===== src/rtl/encoder_counter_and_key_events_assert.svh =====
// ----------------------------------------------------------------------------
// Assertion macros for the encoder counter and key event block
// Concurrent checks that drop away in synthesis builds.
// ----------------------------------------------------------------------------
`ifndef ENCODER_COUNTER_AND_KEY_EVENTS_ASSERT_SVH
`define ENCODER_COUNTER_AND_KEY_EVENTS_ASSERT_SVH
`ifndef SYNTHESIS
// same-cycle implication
`define ECKE_ASSERT_HOLDS(label, clk, rst, ante, cons) \
   label: assert property (@(posedge clk) disable iff (rst) (ante) |-> (cons)) \
      else $error("encoder counter and key events: check failed");
// next-cycle implication
`define ECKE_ASSERT_NEXT(label, clk, rst, ante, cons) \
   label: assert property (@(posedge clk) disable iff (rst) (ante) |=> (cons)) \
      else $error("encoder counter and key events: check failed");
`else
`define ECKE_ASSERT_HOLDS(label, clk, rst, ante, cons)
`define ECKE_ASSERT_NEXT(label, clk, rst, ante, cons)
`endif
`endif


===== src/rtl/ecke_pkg.sv =====
// ----------------------------------------------------------------------------
// ecke_pkg
// Shared types and constants for the encoder counter and key event block.
// ----------------------------------------------------------------------------
`timescale 1ns / 1ps

package ecke_pkg;

   localparam int VALUE_WIDTH_DEFAULT = 32;
   localparam int NUM_KEYS            = 5;
   localparam int NUM_DIR_KEYS        = 4;
   localparam int CENTRE_KEY          = 4;
   localparam int EVENT_WIDTH         = 15;
   localparam int CSR_DATA_WIDTH      = 32;
   localparam int CSR_INDEX_WIDTH     = 3;
   localparam int DEBOUNCE_WIDTH      = 7;
   localparam int TICK_WIDTH          = 16;

   // event bit positions
   localparam int EV_INC        = 0;
   localparam int EV_DEC        = 1;
   localparam int EV_MAX        = 2;
   localparam int EV_MIN        = 3;
   localparam int EV_CTR_PUSH   = 4;
   localparam int EV_CTR_RELEASE = 5;
   localparam int EV_CTR_DOUBLE = 6;
   localparam int EV_DIR_BASE   = 7;

   typedef enum logic [1:0] {
      CMD_TICK = 2'd0,
      CMD_INC  = 2'd1,
      CMD_DEC  = 2'd2,
      CMD_LOAD = 2'd3
   } cmd_type;

   typedef enum logic [CSR_INDEX_WIDTH-1:0] {
      REG_VALUE_MIN          = 3'd0,
      REG_VALUE_MAX          = 3'd1,
      REG_STEP_SIZE          = 3'd2,
      REG_WRAP_ENABLE        = 3'd3,
      REG_ENC_GUARD_TICKS    = 3'd4,
      REG_KEY_DEBOUNCE_TICKS = 3'd5,
      REG_DOUBLE_PUSH_WINDOW = 3'd6
   } reg_index_type;

   typedef enum logic [5:0] {
      PH_WAIT_PUSH     = 6'b000001,
      PH_WAIT_RELEASE  = 6'b000010,
      PH_WAIT_DPUSH    = 6'b000100,
      PH_WAIT_DRELEASE = 6'b001000,
      PH_TIMEOUT       = 6'b010000,
      PH_PUSH_RESET    = 6'b100000
   } centre_phase_type;

   // configuration reset values; value limits and step as 32-bit register images
   localparam logic [31:0] VALUE_MIN_RESET   = 32'h8000_0000;
   localparam logic [31:0] VALUE_MAX_RESET   = 32'h7FFF_FFFF;
   localparam logic [31:0] STEP_SIZE_RESET   = 32'h0000_0001;
   localparam logic [TICK_WIDTH-1:0] GUARD_TICKS_RESET = 16'd0;
   localparam logic [DEBOUNCE_WIDTH-1:0] DEBOUNCE_RESET = 7'd10;
   localparam logic [TICK_WIDTH-1:0] WINDOW_RESET = 16'd300;

endpackage


===== src/rtl/encoder_counter_and_key_events.sv =====
// ----------------------------------------------------------------------------
// encoder_counter_and_key_events
// Encoder counter with limits, five debounced keys and key event reporting.
// ----------------------------------------------------------------------------
//   Request channel (req_valid / req_stall) carries one command per
//   transaction: a 1 ms tick with the raw key levels, an increment edge,
//   a decrement edge or a counter load. Each request yields exactly one
//   response transaction on rsp_valid / rsp_stall with the event bits, the
//   counter, the debounced key levels and an interrupt flag.
//   The response is registered and appears in the cycle after its request
//   is accepted. Throughput is one transaction per cycle unless stalled; all
//   state is updated by a single pass of logic between the request port and
//   the response register, the widest part being the add and limit compare.
//   While the receiver stalls, the response register holds and req_stall is
//   raised only once that register is full, so one further request is never
//   taken before the waiting response leaves.
//   Reset (synchronous) clears the counter, debounce state and key phases
//   and loads the configuration defaults; no clearing pass is needed.
//   Write the csr_ registers only while no transaction is in flight.
// ----------------------------------------------------------------------------
`timescale 1ns / 1ps
`include "encoder_counter_and_key_events_assert.svh"

module encoder_counter_and_key_events #(
   parameter int VALUE_WIDTH = ecke_pkg::VALUE_WIDTH_DEFAULT
) (
   input  logic                                 clock,
   input  logic                                 reset,
   // request channel
   input  logic                                 req_valid,
   output logic                                 req_stall,
   input  logic [1:0]                           req_cmd,
   input  logic [ecke_pkg::NUM_KEYS-1:0]        req_key_raw,
   input  logic signed [31:0]                   req_load_value,
   // response channel
   output logic                                 rsp_valid,
   input  logic                                 rsp_stall,
   output logic [ecke_pkg::EVENT_WIDTH-1:0]     rsp_events,
   output logic signed [31:0]                   rsp_counter_value,
   output logic [ecke_pkg::NUM_KEYS-1:0]        rsp_key_state,
   output logic                                 rsp_interrupt_request,
   // configuration
   input  logic                                 csr_write_enable,
   input  logic [ecke_pkg::CSR_INDEX_WIDTH-1:0] csr_index,
   input  logic [ecke_pkg::CSR_DATA_WIDTH-1:0]  csr_write_data
);
   import ecke_pkg::*;

   localparam int W = VALUE_WIDTH;
   localparam logic [W-1:0] VAL_MOST_NEG = {1'b1, {(W-1){1'b0}}};
   localparam logic [W-1:0] VAL_MOST_POS = {1'b0, {(W-1){1'b1}}};

   // configuration
   logic [W-1:0]                value_min_ff, value_max_ff, step_size_ff;
   logic                        wrap_enable_ff;
   logic [TICK_WIDTH-1:0]       guard_ticks_ff;
   logic [DEBOUNCE_WIDTH-1:0]   debounce_ticks_ff;
   logic [TICK_WIDTH-1:0]       window_ticks_ff;

   // block state
   logic [W-1:0]                counter_ff, counter_in;
   logic [TICK_WIDTH-1:0]       guard_count_ff, guard_count_in;
   logic                        last_dir_ff, last_dir_in;
   logic [DEBOUNCE_WIDTH-1:0]   key_count_ff [NUM_KEYS];
   logic [DEBOUNCE_WIDTH-1:0]   key_count_in [NUM_KEYS];
   logic [NUM_KEYS-1:0]         key_level_ff, key_level_in;
   centre_phase_type            centre_phase_ff, centre_phase_in;
   logic [TICK_WIDTH-1:0]       window_count_ff, window_count_in;
   logic [NUM_DIR_KEYS-1:0]     dir_phase_ff, dir_phase_in;

   // response register
   logic                        rsp_valid_ff, rsp_valid_in;
   logic [EVENT_WIDTH-1:0]      rsp_events_ff, events_in;
   logic [31:0]                 rsp_counter_ff;
   logic [NUM_KEYS-1:0]         rsp_keys_ff;
   logic                        rsp_irq_ff;

   logic                        req_accept;
   logic                        rsp_accept;
   cmd_type                     cmd;
   logic                        is_dec;
   logic                        edge_blocked;
   logic signed [W:0]           sum;
   logic signed [W:0]           lo_ext, hi_ext, most_neg_ext, most_pos_ext;
   logic                        ctr;

   assign req_stall  = rsp_valid_ff & rsp_stall;
   assign req_accept = req_valid & ~req_stall;
   assign rsp_accept = rsp_valid_ff & ~rsp_stall;
   assign cmd        = cmd_type'(req_cmd);
   assign is_dec     = (cmd == CMD_DEC);

   // exact sum, one bit wider than the counter
   assign lo_ext       = (W+1)'($signed(value_min_ff));
   assign hi_ext       = (W+1)'($signed(value_max_ff));
   assign most_neg_ext = (W+1)'($signed(VAL_MOST_NEG));
   assign most_pos_ext = (W+1)'($signed(VAL_MOST_POS));
   assign sum = is_dec ? (W+1)'($signed(counter_ff)) - (W+1)'($signed(step_size_ff))
                       : (W+1)'($signed(counter_ff)) + (W+1)'($signed(step_size_ff));
   assign edge_blocked = (last_dir_ff != is_dec) && (guard_count_ff < guard_ticks_ff);

   always_comb begin
      counter_in      = counter_ff;
      guard_count_in  = guard_count_ff;
      last_dir_in     = last_dir_ff;
      key_count_in    = key_count_ff;
      key_level_in    = key_level_ff;
      centre_phase_in = centre_phase_ff;
      window_count_in = window_count_ff;
      dir_phase_in    = dir_phase_ff;
      events_in       = '0;
      ctr             = 1'b0;

      case (cmd)
         CMD_TICK: begin
            if (guard_count_ff < guard_ticks_ff) begin
               guard_count_in = guard_count_ff + 1'b1;
            end
            // debounce every key
            for (int k = 0; k < NUM_KEYS; k++) begin
               if (req_key_raw[k]) begin
                  if (key_count_ff[k] >= debounce_ticks_ff) begin
                     key_count_in[k] = debounce_ticks_ff;
                     key_level_in[k] = 1'b1;
                  end else begin
                     key_count_in[k] = key_count_ff[k] + 1'b1;
                  end
               end else begin
                  if (key_count_ff[k] == '0) begin
                     key_level_in[k] = 1'b0;
                  end else begin
                     key_count_in[k] = key_count_ff[k] - 1'b1;
                  end
               end
            end

            ctr = key_level_in[CENTRE_KEY];
            // window expiry overrides the phase before it is decoded
            if (window_count_ff > window_ticks_ff) begin
               centre_phase_in = PH_TIMEOUT;
            end else begin
               window_count_in = window_count_ff + 1'b1;
            end

            unique case (centre_phase_in)
               PH_WAIT_RELEASE: begin
                  if (!ctr) centre_phase_in = PH_WAIT_DPUSH;
               end
               PH_WAIT_DPUSH: begin
                  if (ctr) centre_phase_in = PH_WAIT_DRELEASE;
               end
               PH_WAIT_DRELEASE: begin
                  if (!ctr) begin
                     window_count_in          = '0;
                     centre_phase_in          = PH_WAIT_PUSH;
                     events_in[EV_CTR_DOUBLE] = 1'b1;
                  end
               end
               PH_TIMEOUT: begin
                  window_count_in        = '0;
                  events_in[EV_CTR_PUSH] = 1'b1;
                  if (ctr) begin
                     centre_phase_in = PH_PUSH_RESET;
                  end else begin
                     centre_phase_in           = PH_WAIT_PUSH;
                     events_in[EV_CTR_RELEASE] = 1'b1;
                  end
               end
               PH_PUSH_RESET: begin
                  window_count_in = '0;
                  if (!ctr) begin
                     centre_phase_in           = PH_WAIT_PUSH;
                     events_in[EV_CTR_RELEASE] = 1'b1;
                  end
               end
               default: begin
                  window_count_in = '0;
                  centre_phase_in = ctr ? PH_WAIT_RELEASE : PH_WAIT_PUSH;
               end
            endcase

            // press and release of the direction keys
            for (int k = 0; k < NUM_DIR_KEYS; k++) begin
               if (!dir_phase_ff[k] && key_level_in[k]) begin
                  dir_phase_in[k]               = 1'b1;
                  events_in[EV_DIR_BASE + 2*k]  = 1'b1;
               end else if (dir_phase_ff[k] && !key_level_in[k]) begin
                  dir_phase_in[k]               = 1'b0;
                  events_in[EV_DIR_BASE + 2*k + 1] = 1'b1;
               end
            end
         end

         CMD_INC, CMD_DEC: begin
            // drop a reversal inside the guard time
            if (!edge_blocked) begin
               guard_count_in = '0;
               last_dir_in    = is_dec;
               if (!is_dec) begin
                  events_in[EV_INC] = 1'b1;
                  if (sum > hi_ext) begin
                     counter_in        = wrap_enable_ff ? value_min_ff : value_max_ff;
                     events_in[EV_MAX] = 1'b1;
                  end else if (sum < most_neg_ext) begin
                     counter_in = VAL_MOST_NEG;
                  end else begin
                     counter_in = sum[W-1:0];
                  end
               end else begin
                  events_in[EV_DEC] = 1'b1;
                  if (sum < lo_ext) begin
                     counter_in        = wrap_enable_ff ? value_max_ff : value_min_ff;
                     events_in[EV_MIN] = 1'b1;
                  end else if (sum > most_pos_ext) begin
                     counter_in = VAL_MOST_POS;
                  end else begin
                     counter_in = sum[W-1:0];
                  end
               end
            end
         end

         default: begin
            counter_in = W'(req_load_value);
         end
      endcase
   end

   assign rsp_valid_in = req_accept | (rsp_valid_ff & ~rsp_accept);

   // control and block state
   always_ff @(posedge clock) begin
      if (reset) begin
         rsp_valid_ff    <= 1'b0;
         counter_ff      <= '0;
         guard_count_ff  <= '0;
         last_dir_ff     <= 1'b0;
         key_level_ff    <= '0;
         centre_phase_ff <= PH_WAIT_PUSH;
         window_count_ff <= '0;
         dir_phase_ff    <= '0;
         for (int k = 0; k < NUM_KEYS; k++) begin
            key_count_ff[k] <= '0;
         end
      end else begin
         rsp_valid_ff <= rsp_valid_in;
         if (req_accept) begin
            counter_ff      <= counter_in;
            guard_count_ff  <= guard_count_in;
            last_dir_ff     <= last_dir_in;
            key_count_ff    <= key_count_in;
            key_level_ff    <= key_level_in;
            centre_phase_ff <= centre_phase_in;
            window_count_ff <= window_count_in;
            dir_phase_ff    <= dir_phase_in;
         end
      end
   end

   // configuration registers
   always_ff @(posedge clock) begin
      if (reset) begin
         value_min_ff      <= W'($signed(VALUE_MIN_RESET));
         value_max_ff      <= W'($signed(VALUE_MAX_RESET));
         step_size_ff      <= W'($signed(STEP_SIZE_RESET));
         wrap_enable_ff    <= 1'b0;
         guard_ticks_ff    <= GUARD_TICKS_RESET;
         debounce_ticks_ff <= DEBOUNCE_RESET;
         window_ticks_ff   <= WINDOW_RESET;
      end else if (csr_write_enable) begin
         unique case (reg_index_type'(csr_index))
            REG_VALUE_MIN:          value_min_ff      <= W'($signed(csr_write_data));
            REG_VALUE_MAX:          value_max_ff      <= W'($signed(csr_write_data));
            REG_STEP_SIZE:          step_size_ff      <= W'($signed(csr_write_data));
            REG_WRAP_ENABLE:        wrap_enable_ff    <= csr_write_data[0];
            REG_ENC_GUARD_TICKS:    guard_ticks_ff    <= csr_write_data[TICK_WIDTH-1:0];
            REG_KEY_DEBOUNCE_TICKS: debounce_ticks_ff <= csr_write_data[DEBOUNCE_WIDTH-1:0];
            REG_DOUBLE_PUSH_WINDOW: window_ticks_ff   <= csr_write_data[TICK_WIDTH-1:0];
            default: ;
         endcase
      end
   end

   // response payload: load on accept, hold while stalled
   always_ff @(posedge clock) begin
      if (req_accept) begin
         rsp_events_ff  <= events_in;
         rsp_counter_ff <= 32'(counter_in);
         rsp_keys_ff    <= key_level_in;
         rsp_irq_ff     <= |events_in;
      end
   end

   assign rsp_valid             = rsp_valid_ff;
   assign rsp_events            = rsp_events_ff;
   assign rsp_counter_value     = $signed(rsp_counter_ff);
   assign rsp_key_state         = rsp_keys_ff;
   assign rsp_interrupt_request = rsp_irq_ff;

   `ECKE_ASSERT_NEXT(a_accept_gives_response, clock, reset, req_accept, rsp_valid_ff)
   `ECKE_ASSERT_HOLDS(a_irq_matches_events, clock, reset, rsp_valid_ff,
                      rsp_irq_ff == (rsp_events_ff != '0))
   `ECKE_ASSERT_HOLDS(a_encoder_key_exclusive, clock, reset,
                      rsp_valid_ff && (rsp_events_ff[EV_DEC:EV_INC] != '0),
                      rsp_events_ff[EVENT_WIDTH-1:EV_CTR_PUSH] == '0)
   `ECKE_ASSERT_HOLDS(a_limit_flag_with_edge, clock, reset,
                      rsp_valid_ff && (rsp_events_ff[EV_MAX] || rsp_events_ff[EV_MIN]),
                      (rsp_events_ff[EV_MAX] == rsp_events_ff[EV_INC]) &&
                      (rsp_events_ff[EV_MIN] == rsp_events_ff[EV_DEC]))

endmodule

===== config.mk =====
export PLATFORM = sky130hd
export DESIGN_NAME = encoder_counter_and_key_events
export DESIGN_NICKNAME = d
export VERILOG_FILES = /design/src/rtl/ecke_pkg.sv /design/src/rtl/encoder_counter_and_key_events.sv
export VERILOG_INCLUDE_DIRS = /design/src /design/src/rtl
export SDC_FILE = /design/constraint.sdc
export NUM_CORES = 1
export LEC_CHECK = 0
export ABC_AREA = 1
export BUFFER_PORTS_ARGS = -buffer_cell sky130_fd_sc_hd__buf_2
export CAP_MARGIN = 20
export CORE_UTILIZATION = 50
export DETAILED_ROUTE_END_ITERATION = 16
export PLACE_DENSITY = 0.78
export SYNTH_ARGS = -nofsm -noshare
export SYNTH_HDL_FRONTEND = slang
export SYNTH_SLANG_ARGS = --single-unit

===== constraint.sdc =====
create_clock -name clock -period 14.6 [get_ports clock]
set_clock_uncertainty 0.15 [all_clocks]
set_input_delay 0.73 -clock clock [delete_from_list [all_inputs] [get_ports clock]]
set_output_delay 0.73 -clock clock [all_outputs]
set_load 0.03 [all_outputs]

# After elaboration in Yosys (flattened, before gate mapping)
# Index checks and enable logic that the tools add are counted.
dict set report classes {
  muxes 93
  n_addsub 14
  magnitude_cmp 11
  n_bitwise 9
  eq_ne 21
  reduce_logical 53
}
# cell n
set op_table {}
lappend op_table {{2-to-1 mux 32 bit} 8}
lappend op_table {{2-to-1 mux 7 bit} 15}
lappend op_table {{2-to-1 mux 16 bit} 4}
lappend op_table {{one-hot mux 16 bit (2 select lines)} 2}
lappend op_table {{one-hot mux 32 bit (2 select lines)} 1}
lappend op_table {{2-to-1 mux 1 bit} 50}
lappend op_table {{2-to-1 mux 6 bit} 6}
lappend op_table {{adder 7 x 1 -> 7 bit, second input constant} 5}
lappend op_table {{>= comparator 7 bit} 5}
lappend op_table {{zero test 7 bit} 5}
lappend op_table {{subtractor 7 x 1 -> 7 bit, second input constant} 5}
lappend op_table {{adder 32 x 32 -> 33 bit} 1}
lappend op_table {{greater-than comparator 33 x 32 -> 1 bit} 1}
lappend op_table {{greater-than comparator 33 x 32 -> 1 bit, second input constant} 1}
lappend op_table {{less-than comparator 33 x 32 -> 1 bit} 1}
lappend op_table {{less-than comparator 33 x 32 -> 1 bit, second input constant} 1}
lappend op_table {{2-to-1 mux 33 bit} 1}
lappend op_table {{subtractor 32 x 32 -> 33 bit} 1}
lappend op_table {{adder 16 x 1 -> 16 bit, second input constant} 2}
lappend op_table {{AND reduction 3 bit} 10}
lappend op_table {{one-hot mux 6 bit (4 select lines)} 1}
lappend op_table {{greater-than comparator 16 bit} 1}
lappend op_table {{less-than comparator 16 bit} 1}
lappend op_table {{AND reduction 2 bit} 8}
lappend op_table {{other kinds (27)} 65}
dict set report word_totals {
  reg_bits 305
  out_inout_bits 55
  wordCells 228
  input_bits 79
}

# Logic depth before layout (Yosys ltp)
dict set report logic_depth {
  word_depth 10
  mapped_depth 44
  depth_no_buf 43
}

# Worst setup path before layout
# Ideal clock, no wire load.
dict set report synth_timing {
  kind {input-to-reg}
  startpoint {input port req_cmd[0]}
  endpoint {register rsp_counter_ff[0], in the netlist rsp_counter_value[0] (data pin)}
  slack_ps 8925
  t_required_ps 14198
  t_arrival_ps 5273
  path_stages 35
  path_cell_list {inv_1 > ha_1 > clkbuf_1 > clkbuf_1 > clkbuf_1 > o21ai_0 > fa_1 > nand3_1 > nand3_1 > nand2_1 > nand2_1 > nand3_1 > nand3_1 > nand2_1 > nand3_1 > nand3_1 > nand2_1 > ha_1 > nand2_1 > inv_1 > nand3_1 > nor3_1 > and3_1 > o2111ai_1 > nand4_1 > nand2_1 > inv_2 > clkbuf_1 > o211ai_1 > nand2_1 > nand2_1 > nand2_1 > nand2_1 > nand2_1 > inv_1}
}
dict set report synth_between {
  elab_chain_len 8
  word_cells_on_any_way 18
}
# element line_no
set synth_rtl {}
lappend synth_rtl {{start: declaration} encoder_counter_and_key_events.sv:32} ;# input logic [1:0] req_cmd,
lappend synth_rtl {{== test 2 bit *} encoder_counter_and_key_events.sv:91} ;# assign is_dec = (cmd == CMD_DEC);
lappend synth_rtl {{net is_dec} encoder_counter_and_key_events.sv:81} ;# logic is_dec;
lappend synth_rtl {{2-to-1 mux 33 bit} encoder_counter_and_key_events.sv:98} ;# assign sum = is_dec ? (W+1)'($signed(counter_ff)) - (W+1)'($signed(step_size_ff))
lappend synth_rtl {{less-than comparator 33 x 32 -> 1 bit or greater-than comparator 33 x 32 -> 1 bit (tied branches)} {encoder_counter_and_key_events.sv:204, encoder_counter_and_key_events.sv:214}}
lappend synth_rtl {{2-to-1 mux 32 bit (on tied branches)} {encoder_counter_and_key_events.sv:204, encoder_counter_and_key_events.sv:214}}
lappend synth_rtl {{2-to-1 mux 32 bit (on tied branches)} {encoder_counter_and_key_events.sv:201, encoder_counter_and_key_events.sv:211}}
lappend synth_rtl {{2-to-1 mux 32 bit} encoder_counter_and_key_events.sv:199} ;# if (!is_dec) begin
lappend synth_rtl {{2-to-1 mux 32 bit} encoder_counter_and_key_events.sv:196} ;# if (!edge_blocked) begin
lappend synth_rtl {{one-hot mux 32 bit (2 select lines) *} encoder_counter_and_key_events.sv:114} ;# case (cmd)
lappend synth_rtl {{net counter_in[0]} encoder_counter_and_key_events.sv:61} ;# logic [W-1:0] counter_ff, counter_in;
lappend synth_rtl {{end signal: assignment} encoder_counter_and_key_events.sv:288} ;# rsp_counter_ff <= 32'(counter_in);
lappend synth_rtl {{end: declaration} encoder_counter_and_key_events.sv:74} ;# logic [31:0] rsp_counter_ff;
# The timed path passes the listed nets; every way through them passes the cells marked *.
# A chain may end at the register's enable or synchronous reset.

# Worst setup path in the final report
dict set report layout_timing {
  startpoint {register step_size_ff[0]}
  endpoint {register rsp_counter_ff[26], in the netlist rsp_counter_value[26] (data pin)}
}
dict set report layout_between {
  elab_chain_len 8
  word_cells_on_any_way 14
}
# element line_no
set layout_rtl {}
lappend layout_rtl {{start: declaration} encoder_counter_and_key_events.sv:54} ;# logic [W-1:0] value_min_ff, value_max_ff, step_size_ff;
lappend layout_rtl {{start signal: assignment} encoder_counter_and_key_events.sv:265} ;# step_size_ff <= W'($signed(STEP_SIZE_RESET));
lappend layout_rtl {{start signal: assignment} encoder_counter_and_key_events.sv:274} ;# REG_STEP_SIZE: step_size_ff <= W'($signed(csr_write_data));
lappend layout_rtl {{adder 32 x 32 -> 33 bit or subtractor 32 x 32 -> 33 bit (tied branches)} {encoder_counter_and_key_events.sv:99, encoder_counter_and_key_events.sv:98}}
lappend layout_rtl {{2-to-1 mux 33 bit *} encoder_counter_and_key_events.sv:98}
lappend layout_rtl {{less-than comparator 33 x 32 -> 1 bit or greater-than comparator 33 x 32 -> 1 bit (tied branches)} {encoder_counter_and_key_events.sv:204, encoder_counter_and_key_events.sv:214}}
lappend layout_rtl {{2-to-1 mux 32 bit (on tied branches)} {encoder_counter_and_key_events.sv:204, encoder_counter_and_key_events.sv:214}}
lappend layout_rtl {{2-to-1 mux 32 bit (on tied branches)} {encoder_counter_and_key_events.sv:201, encoder_counter_and_key_events.sv:211}}
lappend layout_rtl {{2-to-1 mux 32 bit *} encoder_counter_and_key_events.sv:199}
lappend layout_rtl {{2-to-1 mux 32 bit *} encoder_counter_and_key_events.sv:196}
lappend layout_rtl {{one-hot mux 32 bit (2 select lines) *} encoder_counter_and_key_events.sv:114}
lappend layout_rtl {{net counter_in[26]} encoder_counter_and_key_events.sv:61}
# Marks and branches as above.

==> flow_metrics.py <==
metrics = {
    "status": {
        "outcome": "complete, no violations",
    },
    "yosys": {
        "synth_most_common_cell": "nand2_1",
        "synth_flop_cell": "dfxtp_1",
        "syn_nets": 3731,
        "ys_seq_area_share_pct": 29.4,
        "yosysUniqueCellTypes": 49,
        "avgSynthCellArea_um2": 6.53,
        "ys_top_cells_by_area": "dfxtp_1, nand2_1, ha_1",
        "ys_ff_latch": 305,
        "synth_cells": 3459,
        "async_reset_ff_share_pct": 0,
        "synth_enable_flop_cells": 53,
        "synth_top_area_share_pct": 22.3,
        "yosys-top-cells-count": "nand2_1, inv_1, a21oi_1",
        "yosys_warnings": 0,
        "synth_area_um2": 22600,
        "yosysTopAreaCell": "dfxtp_1",
    },
    "worst_setup_path": {
        "path_max_fanout": 34,
        "critical_path.slowest_cell": "nor4_1",
        "startpoint_type": "flop",
        "worstSetupPathType": "reg -> reg",
        "worstPathArrival_ns": 8.61,
        "crit_family": "simple AND/OR/NAND/NOR gates",
        "slowest_delay_ns": 0.58,
        "path_buf_inv": 5,
        "critPathRequiredTime_ns": 14.77,
        "critPathMostFrequentCell": "nand2_1",
        "cp-end-kind": "flop",
    },
    "drt": {
        "vias": 23100,
        "drtIter0Drc": 2273,
        "drc": 0,
        "drtAntennaViolNets": 0,
        "vias_per_cell": 5.57,
        "dr.pass1.iters": 6,
        "avgRoutedWirePerCell_um": 17.8,
        "wirelength_um": 73700,
    },
    "finish": {
        "syn_to_final_growth_pct": 10.0,
        "drive_gt1_share_pct": 7.83,
        "finish.instance_area_um2": 24800,
        "n_antenna_cell": 0,
        "fill_cells": 4399,
        "finalNetCount": 3796,
        "ff_latch_area_um2": 6640,
        "fin_cells": 4143,
        "multi_input_area_um2": 13500,
    },
    "floorplanning": {
        "coreArea_um2": 44400,
        "initial_core_util_pct": 50.8,
        "rows": 77,
        "fp.dieH_um": 214,
        "die_x_um": 214,
        "design.die.area_um2": 46000,
        "io_pins": 134,
    },
    "cts": {
        "clock-root-buffer": "clkbuf_16",
        "clk_latency_ns": 0.59,
        "clk_path_buf_depth": 3,
        "clk_pin_slew_ns": 0.06,
        "htreeDepth": 2,
        "post_cts_resized": 0,
        "cts_sinks": 305,
        "numCtsBuffers": 36,
        "postCtsSetupBuffers": 0,
        "cts_tree": "done",
        "ctsHoldBuffers": 0,
    },
    "timing": {
        "finalSetupViolations": 0,
        "max_clock_freq_mhz": 118,
        "finalHoldViolations": 0,
        "min_period_over_period_pct": 57.8,
        "grt_setup_unrepaired": "no",
        "slew_violations": 0,
        "maxSlewHeadroom_pct": 27.8,
        "tightest_slew_ns": 1.07,
        "finalSetupTns_ns": 0,
        "period_needed_ns": 8.44,
    },
    "power": {
        "finalPower_uw": 2820,
        "leakagePower_uw": 0.0122,
        "ir_drop_uv": 106,
        "power_density_nw_per_um2": 114,
    },
    "global_route": {
        "grt_pass1_wl_um": 115000,
        "grt.total_usage_pct": 31.6,
        "grt-ovfl-total": 0,
        "grt_max_degree": 111,
        "grt_pass1_vias": 21200,
        "antenna_found_initial": 0,
    },
    "place": {
        "placedCellCount": 4078,
        "dp_hpwl_um": 54500,
        "io_buffers": 133,
        "gp_congestion": 1.05,
        "placed_area_um2": 23700,
    },
    "worst_hold_path": {
        "hp-class": "in -> reg",
    },
    "run": {
        "drv_cap": 0,
    },
}
==> worst min-delay path, delay by kind of cell <==
family                 cells  cell delay (ns)
buffers and inverters      1             0.10
and+or+nand+nor            1             0.05
AOI/OAI and AO/OA          1             0.06
==> per-stage QoR <==
| stage | utilization, % | hold WS, ns | setup WS, ns |
|---|---|---|---|
| 6_report | 55.9 | 0.264 | 6.16 |
| 5_1_grt | 55.9 | 0.275 | 5.58 |
| 4_1_cts | 55.9 | 0.257 | 6.59 |
| 3_5_place_dp | 53.3 | 0.287 | 6.51 |
| 3_3_place_gp | 53.3 | 0.282 | 6.56 |
| 2_1_floorplan | - | 0.274 | 8.92 |
==> area by class of cell <==
type / instances / area share [%]
well taps: 592 / 2.98
repair buffers: 155 / 3.34
flip-flops and latches: 305 / 26.7
multi-input cells: 2495 / 54.1
inverters: 531 / 8.03
clock inverters: 16 / 0.529
clock buffers: 49 / 4.24
==> report_power, final <==
part | switching (uW) | internal [uW]
sequential | 38.9 | 910
clock | 395 | 513
combinational | 665 | 298
total | 1100 | 1720
==> cell usage in the layout, fill, tap and decap left out, types with 82 or more instances in the layout <==
cell      instances
nand2_1         890
o211ai_1         82
ha_1            190
inv_1           516
a21oi_1         313
nor2_1          247
nand3_1         152
buf_2           133
o21ai_0         292
dfxtp_1         251
==> per-layer routing <==
metal	share of wire, %	wire [um]	up-vias	track usage [%]
met3	7.1	5250	232	4.91
met5	0	0	-	0
met2	46	33600	964	52.7
met4	7.5	5530	0	21.8
met1	40	29300	10400	37.3
li1	-	-	11500	-
==> worst paths after layout <==
path                       from               endpoint  slack (ns)  cells after the start
max             step_size_ff[0]  rsp_counter_value[26]        6.16                     38
min reg2reg  centre_phase_ff[4]     centre_phase_ff[4]        0.29                      2
max reg2reg     step_size_ff[0]  rsp_counter_value[26]        6.16                     38
min          csr_write_data[17]       value_max_ff[17]        0.26                      3
==> flip-flops by register name, indices dropped and copies added, names as in the netlist, 5 cells and up <==
| name | count |
|---|---|
| window_count_ff | 16 |
| guard_count_ff | 16 |
| key_count_ff | 35 |
| guard_ticks_ff | 16 |
| centre_phase_ff | 6 |
| value_min_ff | 32 |
| rsp_key_state | 5 |
| counter_ff | 32 |
| window_ticks_ff | 16 |
| step_size_ff | 32 |
| value_max_ff | 32 |
| debounce_ticks_ff | 7 |
| key_level_ff | 5 |
| rsp_counter_value | 32 |
| rsp_events | 15 |
==> cells by family (layout without fill, tap and decap cells) <==
logic type	count (synthesis)	in the layout	synth area share, %
XOR/XNOR	73	73	2.83
adder cells (fa/ha/maj)	193	193	10.7
flip-flops	305	305	29.4
buffers and inverters	659	751	11.1
AND/OR/NAND/NOR	1459	1459	27.0
AO/OA/AOI/OAI	770	770	18.9
No activity file was read; power rests on OpenSTA's default activity.
